`config.mk`:
```
export PLATFORM = sky130hd
export DESIGN_NAME = ctg_front
export DESIGN_NICKNAME = d
export VERILOG_FILES = /design/src/design/assert_macros.svh /design/src/design/ctg_pkg.sv /design/src/design/ctg_front.sv
export SDC_FILE = /design/constraint.sdc
export NUM_CORES = 2
export LEC_CHECK = 0
export ABC_AREA = 1
export BUFFER_PORTS_ARGS = -buffer_cell sky130_fd_sc_hd__buf_2
export CORE_ASPECT_RATIO = 0.6
export CORE_MARGIN = 2
export CORE_UTILIZATION = 62
export DETAILED_ROUTE_END_ITERATION = 16
export PLACE_DENSITY = 0.76
export SYNTH_ARGS = -nofsm -noshare
export SYNTH_HDL_FRONTEND = slang
export SYNTH_SLANG_ARGS = --single-unit
```
`constraint.sdc`:
```
create_clock -name clk -period 16.6 [get_ports clk]
set_input_delay 4.98 -clock clk [delete_from_list [all_inputs] [get_ports clk]]
set_output_delay 4.98 -clock clk [all_outputs]
set_load 0.005 [all_outputs]
```
`src/design/assert_macros.svh`:
```
// Concurrent assertion helpers for the design files.
`ifndef ASSERT_MACROS_SVH
`define ASSERT_MACROS_SVH
`ifndef SYNTHESIS
`define ASSERT_AT(label, clk, rst_n, prop, msg) \
	label: assert property (@(posedge clk) disable iff (!rst_n) (prop)) else $error(msg);
`define ASSERT_NEVER(label, clk, rst_n, expr, msg) \
	label: assert property (@(posedge clk) disable iff (!rst_n) !(expr)) else $error(msg);
`else
`define ASSERT_AT(label, clk, rst_n, prop, msg)
`define ASSERT_NEVER(label, clk, rst_n, expr, msg)
`endif
`endif

```
`src/design/ctg_pkg.sv`:
```
package ctg_pkg;

	localparam int CordicStepsDefault = 16;
	localparam int FractionBitsDefault = 16;
	localparam int AtanLen = 30;
	localparam int QueueDepth = 4;
	localparam logic [63:0] TurnScale = 64'd683565276;
	localparam logic [63:0] GainQ30 = 64'd652032874;

	localparam logic [2:0] RegRadius = 3'd0;
	localparam logic [2:0] RegRate = 3'd1;
	localparam logic [2:0] RegDelay = 3'd2;
	localparam logic [2:0] RegOriginX = 3'd3;
	localparam logic [2:0] RegOriginY = 3'd4;
	localparam logic [2:0] RegOriginZ = 3'd5;

	typedef struct packed {
		logic holding;
		logic flip;
		logic signed [31:0] z;
	} phase_t;

	typedef struct packed {
		logic full;
		logic empty;
	} queue_status_t;

	function automatic logic [31:0] atan_turns(input logic [4:0] i);
		logic [31:0] r;
		case (i)
			5'd0: r = 32'd536870912;
			5'd1: r = 32'd316933406;
			5'd2: r = 32'd167458907;
			5'd3: r = 32'd85004756;
			5'd4: r = 32'd42667331;
			5'd5: r = 32'd21354465;
			5'd6: r = 32'd10679838;
			5'd7: r = 32'd5340245;
			5'd8: r = 32'd2670163;
			5'd9: r = 32'd1335087;
			5'd10: r = 32'd667544;
			5'd11: r = 32'd333772;
			5'd12: r = 32'd166886;
			5'd13: r = 32'd83443;
			5'd14: r = 32'd41722;
			5'd15: r = 32'd20861;
			5'd16: r = 32'd10430;
			5'd17: r = 32'd5215;
			5'd18: r = 32'd2608;
			5'd19: r = 32'd1304;
			5'd20: r = 32'd652;
			5'd21: r = 32'd326;
			5'd22: r = 32'd163;
			5'd23: r = 32'd81;
			5'd24: r = 32'd41;
			5'd25: r = 32'd20;
			5'd26: r = 32'd10;
			5'd27: r = 32'd5;
			5'd28: r = 32'd3;
			5'd29: r = 32'd1;
			default: r = 32'd0;
		endcase
		return r;
	endfunction

	function automatic logic signed [31:0] sat32(input logic signed [63:0] v);
		logic signed [31:0] r;
		if (v > 64'sd2147483647) begin
			r = 32'sh7fffffff;
		end else if (v < -64'sd2147483648) begin
			r = 32'sh80000000;
		end else begin
			r = v[31:0];
		end
		return r;
	endfunction

endpackage

```
`src/design/ctg_front.sv`:
```
module ctg_front (
	input  logic clk,
	input  logic arst_n,
	input  logic in_valid,
	output logic in_ready,
	input  logic [31:0] sample_time,
	input  logic signed [31:0] angular_rate,
	input  logic [31:0] delay_before_start,
	output logic push,
	output ctg_pkg::phase_t push_data,
	input  ctg_pkg::queue_status_t q_status
);

	logic v_s1, v_s2, v_s3, v_s4;
	logic hold_s1, hold_s2, hold_s3;
	logic neg_s1, neg_s2, neg_s3;
	logic [31:0] dt_s1, absw_s1;
	logic [63:0] mag_s2;
	logic [39:0] hi_s3;
	logic [29:0] lo_s3;
	ctg_pkg::phase_t ph_s4;
	logic adv;
	logic [63:0] hi_prod, lo_prod;
	logic [39:0] sum;
	logic [31:0] turns, zt;
	logic fl;

	assign adv = !(v_s4 && q_status.full);
	assign in_ready = adv;
	assign push = v_s4 && adv;
	assign push_data = ph_s4;

	assign hi_prod = {32'd0, mag_s2[63:32]} * ctg_pkg::TurnScale;
	assign lo_prod = {32'd0, mag_s2[31:0]} * ctg_pkg::TurnScale;
	assign sum = hi_s3 + {10'd0, lo_s3};

	always_comb begin
		turns = neg_s3 ? (32'd0 - sum[39:8]) : sum[39:8];
		fl = turns[31] ^ turns[30];
		zt = fl ? {~turns[31], turns[30:0]} : turns;
	end

	always_ff @(posedge clk or negedge arst_n) begin
		if (!arst_n) begin
			v_s1 <= 1'b0;
			v_s2 <= 1'b0;
			v_s3 <= 1'b0;
			v_s4 <= 1'b0;
		end else if (adv) begin
			v_s1 <= in_valid;
			v_s2 <= v_s1;
			v_s3 <= v_s2;
			v_s4 <= v_s3;
		end
	end

	always_ff @(posedge clk) begin
		if (adv) begin
			hold_s1 <= sample_time <= delay_before_start;
			dt_s1 <= sample_time - delay_before_start;
			neg_s1 <= angular_rate[31];
			absw_s1 <= angular_rate[31] ? (32'd0 - angular_rate) : angular_rate;
			mag_s2 <= {32'd0, absw_s1} * {32'd0, dt_s1};
			hold_s2 <= hold_s1;
			neg_s2 <= neg_s1;
			hi_s3 <= hi_prod[39:0];
			lo_s3 <= lo_prod[61:32];
			hold_s3 <= hold_s2;
			neg_s3 <= neg_s2;
			ph_s4.holding <= hold_s3;
			ph_s4.flip <= fl;
			ph_s4.z <= zt;
		end
	end

endmodule

```
==> metrics.cfg <==
[drt]
wl_per_cell_um = 19.48
drt-vias-per-instance = 5.401
firstDrtPassIters = 6
via_count = 55800
drt-total-wl_um = 201200
antenna_left = 0
drt_iter0_markers = 5438
route.detailed.drc = 0

[sta]
period_share_pct = 64.87
fin_setup_tns_ns = 0
clock.fmax_ghz = 0.09287
slew_viol_final = 0
setup_viol = 0
rsz0062_at_grt = no
period_minus_slack_ns = 10.77
tightest_slew_ns = 1.108
fin_worst_skew_ns = 0.07196
slew-limit-headroom_pct = 25.48
final_hold_viol_count = 0
timing.hold.ws_ns = 0.4229

[floorplanning]
io_pins = 137
fp.dieW_um = 449.7
die_h_um = 271.4
initial_core_util_pct = 62.27
die-area_sq_um = 122100
core_area_sq_um = 118700
rows = 98

[worst_setup_path]
start_kind = input port
slowest_stage = nand2_4
cp_cell_sequence = buf_2 -> nand2_4 -> buf_2
cp-end-kind = output port
worst_path_most_repeated_cell = buf_2
worstPathRequired_ns = 11.62
cpPeakStageDelay_ns = 0.45
worstPathArrival_ns = 5.79
crit_type = in -> out
cp_max_fo = 36

[synth]
syn-num-nets = 11160
synth.avg_cell_area_sq_um = 8.526
synth-async-reset-ratio_pct = 1.681
synth.distinct_cells = 57
yosysWarningCount = 0
syn_inst = 8669
yosys_most_used_dff = edfxtp_1
synth_edf_count = 234
ys_ff_latch = 238
yosysSeqAreaShare_pct = 9.642
mappedNetlistArea_sq_um = 73910

[clock_tree]
cts_max_level = 1
ctsResizeCount = 0
cts.sinks = 238
clock_latency_ns = 0.69
cts_tree = yes
cts-root-buf = clkbuf_16
post-cts-setup-buffers = 0
cts_buffer_depth = 3
clk_transition_reported_paths_ns = 0.07
holdBufCountCts = 0
cts-buffers-inserted = 30

[grt]
grt_pass1_wl_um = 322100
grt.total_usage_pct = 34.04
antenna_found_initial = 2
gr-total-overflow = 0
grt_pass1_vias = 57880
grt_max_degree = 76

[finish]
fillCellCount = 9958
layout_commonest_cell = inv_1
final_cell_mix = inv_1, nand2_1, fa_1, ha_1, nor2_1
antenna_cells = 0
layout-drive-gt1-share_pct = 3.574
post-route-cell-area_sq_um = 77370
syn2layout_area_growth_pct = 4.677
final_nets = 11200

[min_path]
min_path_type = reg -> reg

[placement]
placed_area_sq_um = 76350
io_buffers = 135
gp_congestion = 0.9766
hpwl_um = 169200

[status]
status = finished clean

[job]
maxCapViolations = 0

==> layer usage <==
| metal | vias to the layer above | part of all wire (%) | global-route usage, % |
|---|---|---|---|
| li1 | 25210 | - | - |
| met1 | 27450 | 45 | 53.78 |
| met2 | 2878 | 39 | 45.74 |
| met3 | 263 | 14 | 11.03 |
| met4 | 0 | 1.8 | 5.952 |
| met5 | - | 0 | 0 |
==> synth_stat cells (all sizes together) (5+ instances only) <==
master,number,area share [%]
nand2,1736,8.9
o221ai,5,0.059
o211ai,16,0.16
xnor2,96,1.1
a31oi,39,0.33
o31ai,6,0.061
edfxtp,234,9.5
nor3,32,0.22
a21boi,8,0.081
nand4,31,0.28
ha,865,15
nand3,116,0.85
inv,2817,14
xor2,142,1.7
o21a,23,0.23
o21bai,15,0.15
nor4,17,0.14
nand3b,6,0.061
a21oi,261,1.8
nor2,293,1.6
fa,1523,41
o21ai,141,0.97
clkbuf,197,1.0
a21o,13,0.13
==> per-stage QoR <==
step / setup slack [ns] / cells / util, %
after floorplan: 1.608 / 8669 / -
after global placement: 5.857 / 10270 / 64.33
after detailed placement: 5.827 / 10270 / 64.33
after CTS: 5.823 / 10330 / 65.18
after global routing: 5.782 / 10330 / 65.18
final: 5.832 / 10330 / 65.18
==> layout make-up <==
cell class / instances / area [sq um] / area share, %
multi-input combinational: 5413 / 55450 / 71.67
inverter: 2819 / 10580 / 13.68
sequential: 238 / 7127 / 9.211
tap: 1600 / 2002 / 2.587
timing repair buffer: 204 / 1194 / 1.543
clock buffer: 34 / 765.7 / 0.9897
clock inverter: 22 / 250.2 / 0.3234
==> worst paths after layout <==
path | start | to | slack (ns) | cells after the start
worst min register to register | neg_s1 | neg_s2 | 0.42 | 0
worst max-delay path | q_status[1] | in_ready | 5.83 | 3
min in group asynchronous | arst_n | v_s1 | 4.08 | 1
worst max register to register | dt_s1[9] | mag_s2[57] | 8.31 | 27
worst min-delay path | neg_s1 | neg_s2 | 0.42 | 0
max in group asynchronous | arst_n | v_s4 | 12.40 | 1
==> worst max-delay path, delay by kind of cell <==
| family | cells | cell delay [ns] |
|---|---|---|
| buf+inv | 2 | 0.34 |
| simple gates | 1 | 0.45 |
==> state kept, by name (all words and copies together), names as in the netlist <==
| signal | count |
|---|---|
| hi_s3 | 38 |
| dt_s1 | 32 |
| hold_s2 | 1 |
| neg_s2 | 1 |
| neg_s3 | 1 |
| neg_s1 | 1 |
| mag_s2 | 64 |
| hold_s1 | 1 |
| v_s3 | 1 |
| push_data | 34 |
| hold_s3 | 1 |
| absw_s1 | 32 |
| v_s1 | 1 |
| v_s4 | 1 |
| v_s2 | 1 |
| lo_s3 | 28 |
==> cells by family after synthesis <==
logic type,synth area share [%]
flip-flops,9.642
adder cells (fa/ha/maj),55.89
AND/OR/NAND/NOR,12.09
buffers and inverters,15.35
AO/OA/AOI/OAI,4.149
XOR/XNOR,2.846
multiplexers,0.03047
Power is left out: the tool's default activity adds up to more than one toggle a clock period on the data nets, which glitch-free logic cannot reach.
