**src/design/assert_macros.svh**
```systemverilog
// Concurrent assertion helpers for the design files.
`ifndef ASSERT_MACROS_SVH
`define ASSERT_MACROS_SVH
`ifndef SYNTHESIS
`define ASSERT_AT(label, clk, rst_n, prop, msg) \
	label: assert property (@(posedge clk) disable iff (!rst_n) (prop)) else $error(msg);
`define ASSERT_NEVER(label, clk, rst_n, expr, msg) \
	label: assert property (@(posedge clk) disable iff (!rst_n) !(expr)) else $error(msg);
`else
`define ASSERT_AT(label, clk, rst_n, prop, msg)
`define ASSERT_NEVER(label, clk, rst_n, expr, msg)
`endif
`endif

```
**src/design/ctg_pkg.sv**
```systemverilog
package ctg_pkg;

	localparam int CordicStepsDefault = 16;
	localparam int FractionBitsDefault = 16;
	localparam int AtanLen = 30;
	localparam int QueueDepth = 4;
	localparam logic [63:0] TurnScale = 64'd683565276;
	localparam logic [63:0] GainQ30 = 64'd652032874;

	localparam logic [2:0] RegRadius = 3'd0;
	localparam logic [2:0] RegRate = 3'd1;
	localparam logic [2:0] RegDelay = 3'd2;
	localparam logic [2:0] RegOriginX = 3'd3;
	localparam logic [2:0] RegOriginY = 3'd4;
	localparam logic [2:0] RegOriginZ = 3'd5;

	typedef struct packed {
		logic holding;
		logic flip;
		logic signed [31:0] z;
	} phase_t;

	typedef struct packed {
		logic full;
		logic empty;
	} queue_status_t;

	function automatic logic [31:0] atan_turns(input logic [4:0] i);
		logic [31:0] r;
		case (i)
			5'd0: r = 32'd536870912;
			5'd1: r = 32'd316933406;
			5'd2: r = 32'd167458907;
			5'd3: r = 32'd85004756;
			5'd4: r = 32'd42667331;
			5'd5: r = 32'd21354465;
			5'd6: r = 32'd10679838;
			5'd7: r = 32'd5340245;
			5'd8: r = 32'd2670163;
			5'd9: r = 32'd1335087;
			5'd10: r = 32'd667544;
			5'd11: r = 32'd333772;
			5'd12: r = 32'd166886;
			5'd13: r = 32'd83443;
			5'd14: r = 32'd41722;
			5'd15: r = 32'd20861;
			5'd16: r = 32'd10430;
			5'd17: r = 32'd5215;
			5'd18: r = 32'd2608;
			5'd19: r = 32'd1304;
			5'd20: r = 32'd652;
			5'd21: r = 32'd326;
			5'd22: r = 32'd163;
			5'd23: r = 32'd81;
			5'd24: r = 32'd41;
			5'd25: r = 32'd20;
			5'd26: r = 32'd10;
			5'd27: r = 32'd5;
			5'd28: r = 32'd3;
			5'd29: r = 32'd1;
			default: r = 32'd0;
		endcase
		return r;
	endfunction

	function automatic logic signed [31:0] sat32(input logic signed [63:0] v);
		logic signed [31:0] r;
		if (v > 64'sd2147483647) begin
			r = 32'sh7fffffff;
		end else if (v < -64'sd2147483648) begin
			r = 32'sh80000000;
		end else begin
			r = v[31:0];
		end
		return r;
	endfunction

endpackage

```
**src/design/ctg_queue.sv**
```systemverilog
module ctg_queue (
	input  logic clk,
	input  logic arst_n,
	input  logic push,
	input  ctg_pkg::phase_t push_data,
	input  logic pop,
	output ctg_pkg::phase_t pop_data,
	output ctg_pkg::queue_status_t status
);

	localparam int Aw = $clog2(ctg_pkg::QueueDepth);

	ctg_pkg::phase_t mem_q [0:ctg_pkg::QueueDepth-1];
	logic [Aw-1:0] wr_q, rd_q;
	logic [Aw:0] cnt_q;

	assign status.full = cnt_q == (Aw+1)'(ctg_pkg::QueueDepth);
	assign status.empty = cnt_q == '0;
	assign pop_data = mem_q[rd_q];

	always_ff @(posedge clk or negedge arst_n) begin
		if (!arst_n) begin
			wr_q <= '0;
			rd_q <= '0;
			cnt_q <= '0;
		end else begin
			if (push) begin
				wr_q <= wr_q + 1'b1;
			end
			if (pop) begin
				rd_q <= rd_q + 1'b1;
			end
			cnt_q <= cnt_q + (Aw+1)'(push) - (Aw+1)'(pop);
		end
	end

	always_ff @(posedge clk) begin
		if (push) begin
			mem_q[wr_q] <= push_data;
		end
	end

endmodule

```
**config.mk**
```make
export PLATFORM = sky130hd
export DESIGN_NAME = ctg_queue
export DESIGN_NICKNAME = d
export VERILOG_FILES = /design/src/design/assert_macros.svh /design/src/design/ctg_pkg.sv /design/src/design/ctg_queue.sv
export SDC_FILE = /design/constraint.sdc
export NUM_CORES = 1
export LEC_CHECK = 0
export BUFFER_PORTS_ARGS = -buffer_cell sky130_fd_sc_hd__buf_4
export CAP_MARGIN = 40
export CELL_PAD_IN_SITES_DETAIL_PLACEMENT = 0
export CELL_PAD_IN_SITES_GLOBAL_PLACEMENT = 2
export CORE_MARGIN = 3
export CORE_UTILIZATION = 40
export CTS_CLUSTER_SIZE = 24
export DETAILED_ROUTE_END_ITERATION = 8
export HOLD_SLACK_MARGIN = 0.05
export PLACE_DENSITY_LB_ADDON = 0.1
export SKIP_LAST_GASP = 1
export SLEW_MARGIN = 20
export SYNTH_ARGS = -nofsm -noshare
export SYNTH_HDL_FRONTEND = slang
export SYNTH_SLANG_ARGS = --single-unit
```
**constraint.sdc**
```tcl
create_clock -name clk -period 1.8 [get_ports clk]
set_input_delay 0.09 -clock clk [delete_from_list [all_inputs] [get_ports clk]]
set_output_delay 0.09 -clock clk [all_outputs]
set_load 0.05 [all_outputs]
```
==> reports/metrics.yaml <==
status:
  status: "complete, but fails checks"
  violations: "setup timing"
timing:
  rsz0062_at_grt: "yes"
  final_max_slew_viol_count: 0
  slew_headroom_pct: 76.9
  skew_ns: 0.00545
  layout_setup_ws_ns: -0.0990
  setup_viol: 33
  period_minus_slack_ns: 1.90
  fmax_ghz: 0.527
  period_share_pct: 105
  worst_slew_pin_slew_ns: 0.346
  hold_violations: 0
synthesis:
  synth-xor-area-share_pct: 0.819
  ys_seq_area_share_pct: 79.6
  synth_top_area_share_pct: 76.4
  synth_largest_area_cell: "edfxtp_1"
  synth-seq-cells: 143
  synth-simple-area-share_pct: 0.819
  mappedNetlistNets: 257
  synth_fa_ha_area_share_pct: 1.78
  synth_edf_count: 136
  synth_area_leaders: "edfxtp_1 (76%), mux4_2 (12%), dfrtp_1 (3.3%), mux4_1 (2.9%), ha_1 (1.4%)"
  ys_types: 17
  ys_warn_count: 0
  synthCells: 212
  synth_top_family_by_area: "multiplexers"
  synthMuxAreaShare_pct: 14.7
  synth_compound_area_share_pct: 0.0936
  synthArstFlopShare_pct: 4.90
  synthFlopType: "edfxtp_1"
  syn_area_per_cell_um2: 25.2
  synth_area_um2: 5350
pwr:
  p_comb_share_pct: 43.4
  ir_drop_v: 0.000777
  power_switching_mw: 4.83
  p_per_area_nw_per_um2: 1860
  p_leak_nw: 2.67
  seqPwrFrac_pct: 33.2
  switching_share_pct: 34.9
  p_int_mw: 9.01
  p_clk_share_pct: 23.5
placed_design:
  place_ws_ns: 0.224
  place.gp.congestion: 0.683
  hpwl_mm: 6.06
  port_buffers: 73
finish:
  drive_gt1_share_pct: 43.6
  ff_latch_area_um2: 4260
  fillers: 976
  antenna_cells: 0
  multi_input_area_um2: 958
  syn_to_final_growth_pct: 38.9
  post-route-util_pct: 57.9
  final_nets: 400
setup_path:
  cp-endpoint: "pop_data[17]"
  r2r-start: "cnt_q[0]"
  arrival_ns: 1.81
  start_kind: "flop"
  critPathLaunch: "rd_q[0]"
  regToRegEndpoint: "cnt_q[2]"
  r2r_slack_ns: 0.28
  critical_path_class: "reg -> out"
  required_ns: 1.71
  cp_max_fo: 5
  rr_worst_depth: 6
  end_kind: "primary output"
global_route:
  grt-ovfl-total: 0
  grtUsageTotal_pct: 14.5
  grt_start_max_net_pins: 25
  grt_pass1_wl_mm: 15.6
  grt_pass1_vias: 2836
  antenna_found_initial: 0
clocking:
  htree_levels: 4
  cts_buffers: 17
  cts_sinks: 143
  clockBufferDepth: 2
  cts_tree: "yes"
  root_buffer: "clkbuf_16"
  clock_latency_ns: 0.41
  clk_pin_slew_ns: 0.05
routing:
  dr.max_layer_used: "met4"
  finalWirelength_mm: 9.54
  drt.antenna.violating_nets: 0
  route.met3.wl_um: 391
  m1WireLength_mm: 4.13
  drt_iter0_markers: 248
  dr_wl_met2_mm: 4.91
  drtPass1Iterations: 4
  remaining_drc_errors: 0
  post_drt_wl_per_cell_um: 17.7
  num_vias: 2546
  vias_per_cell: 4.72
worst_hold_path:
  holdCritPathClass: "in -> reg"
die:
  die_w_um: 122
  die_area_um2: 14800
  die_h_um: 122
  initial_core_util_pct: 41.7
  io_pins: 74
  core-area_um2: 12800
  rows: 41
run:
  cap_violations: 0
-- sequential cells by signal (all words and copies together) (netlist names) --
| signal | cells |
|---|---|
| rd_q | 2 |
| cnt_q | 3 |
| wr_q | 2 |
| mem_q | 136 |
-- how the worst min path moves through the flow --
stage                   from           end  slack (ns)  cells past startpoint
6_report                 pop       rd_q[0]        0.42                      3
5_1_grt        push_data[26]  mem_q[1][26]        0.41                      2
4_1_cts        push_data[30]  mem_q[3][30]        0.40                      2
3_5_place_dp          arst_n      cnt_q[0]       -0.08                      1
3_3_place_gp          arst_n      cnt_q[0]       -0.09                      1
2_1_floorplan         arst_n      cnt_q[0]       -0.21                      0
-- per-stage QoR --
step / setup TNS (ns) / power (mW) / cells / hold slack (ns) / area, µm²
after global routing: -4.25 / 14.5 / 539 / 0.413 / 7430
after global placement: 0 / 9.86 / 464 / -0.0859 / 6250
final: -1.86 / 13.8 / 539 / 0.417 / 7430
after detailed placement: 0 / 9.90 / 464 / -0.0847 / 6250
after floorplan: 0 / 8.28 / 212 / -0.206 / 5350
after CTS: -2.74 / 14.0 / 538 / 0.397 / 7420
-- cell families after synthesis --
family,count (synthesis)
mux,34
buf+inv,14
compound gates,1
flops,143
xor+xnor,5
simple gates,8
fa+ha+maj,7
-- Yosys cell counts, types with 2 or more instances --
cell type / number
and2_1: 4
buf_12: 3
buf_2: 4
dfrtp_1: 7
edfxtp_1: 136
ha_1: 6
inv_1: 6
mux4_1: 6
mux4_2: 28
nand2_1: 2
xnor2_1: 2
xor2_1: 3
-- critical path: stages, from the launching register on --
cell and delay, ns:
dfrtp_2 0.40, buf_8 0.15, buf_12 0.13, mux4_2 0.54
buf_8 0.18
-- what timing repair did --
item / in CTS / in global routing
setup buffers: 3 / 1
gates resized for setup: 52 / 1
setup endpoints to repair: 34 / 34
gates cloned: 2 / 0
endpoints found under the hold margin: 148 / 0
hold buffers: 38 / 0
-- power groups by stage --
stage | combinational [mW] | sequential [mW] | clock [mW]
finish | 6.00 | 4.59 | 3.25
global route | 6.33 | 4.66 | 3.48
CTS | 6.11 | 4.60 | 3.31
detailed placement | 5.21 | 4.69 | 0
global placement | 5.18 | 4.67 | 0
floorplan | 3.74 | 4.55 | 0
-- routing by layer --
layer	up-vias	global-route usage [%]
li1	1174	-
met1	1312	18.4
met2	51	23.4
met3	9	4.64
met4	0	5.67
met5	-	0
-- area by class of cell --
cell class / count / area share, %
Sequential cell: 143 / 57.3
Timing Repair Buffer: 132 / 19.1
Multi-Input combinational cell: 55 / 12.9
Clock buffer: 18 / 5.78
Tap cell: 172 / 2.90
Clock inverter: 13 / 1.67
Inverter: 6 / 0.303
-- placed cells by master (no fill, tap or decap), types with 2 or more instances in the layout --
cell           netlist  routed
and2_2               0       4
buf_12               3      10
buf_16               0       2
buf_4                0      44
buf_6                1      31
buf_8                0       7
bufinv_16            0       2
clkbuf_16            0      17
clkinv_1             0       4
clkinv_2             0       3
clkinv_4             0       3
dfrtp_1              7       5
dfrtp_2              0       2
dlygate4sd3_1        0      38
edfxtp_1           136     136
ha_1                 6       6
inv_1                6       6
mux4_2              28      34
nand2_1              2       2
xnor2_1              2       2
xor2_1               3       3
No activity file was read; power rests on OpenSTA's default activity.
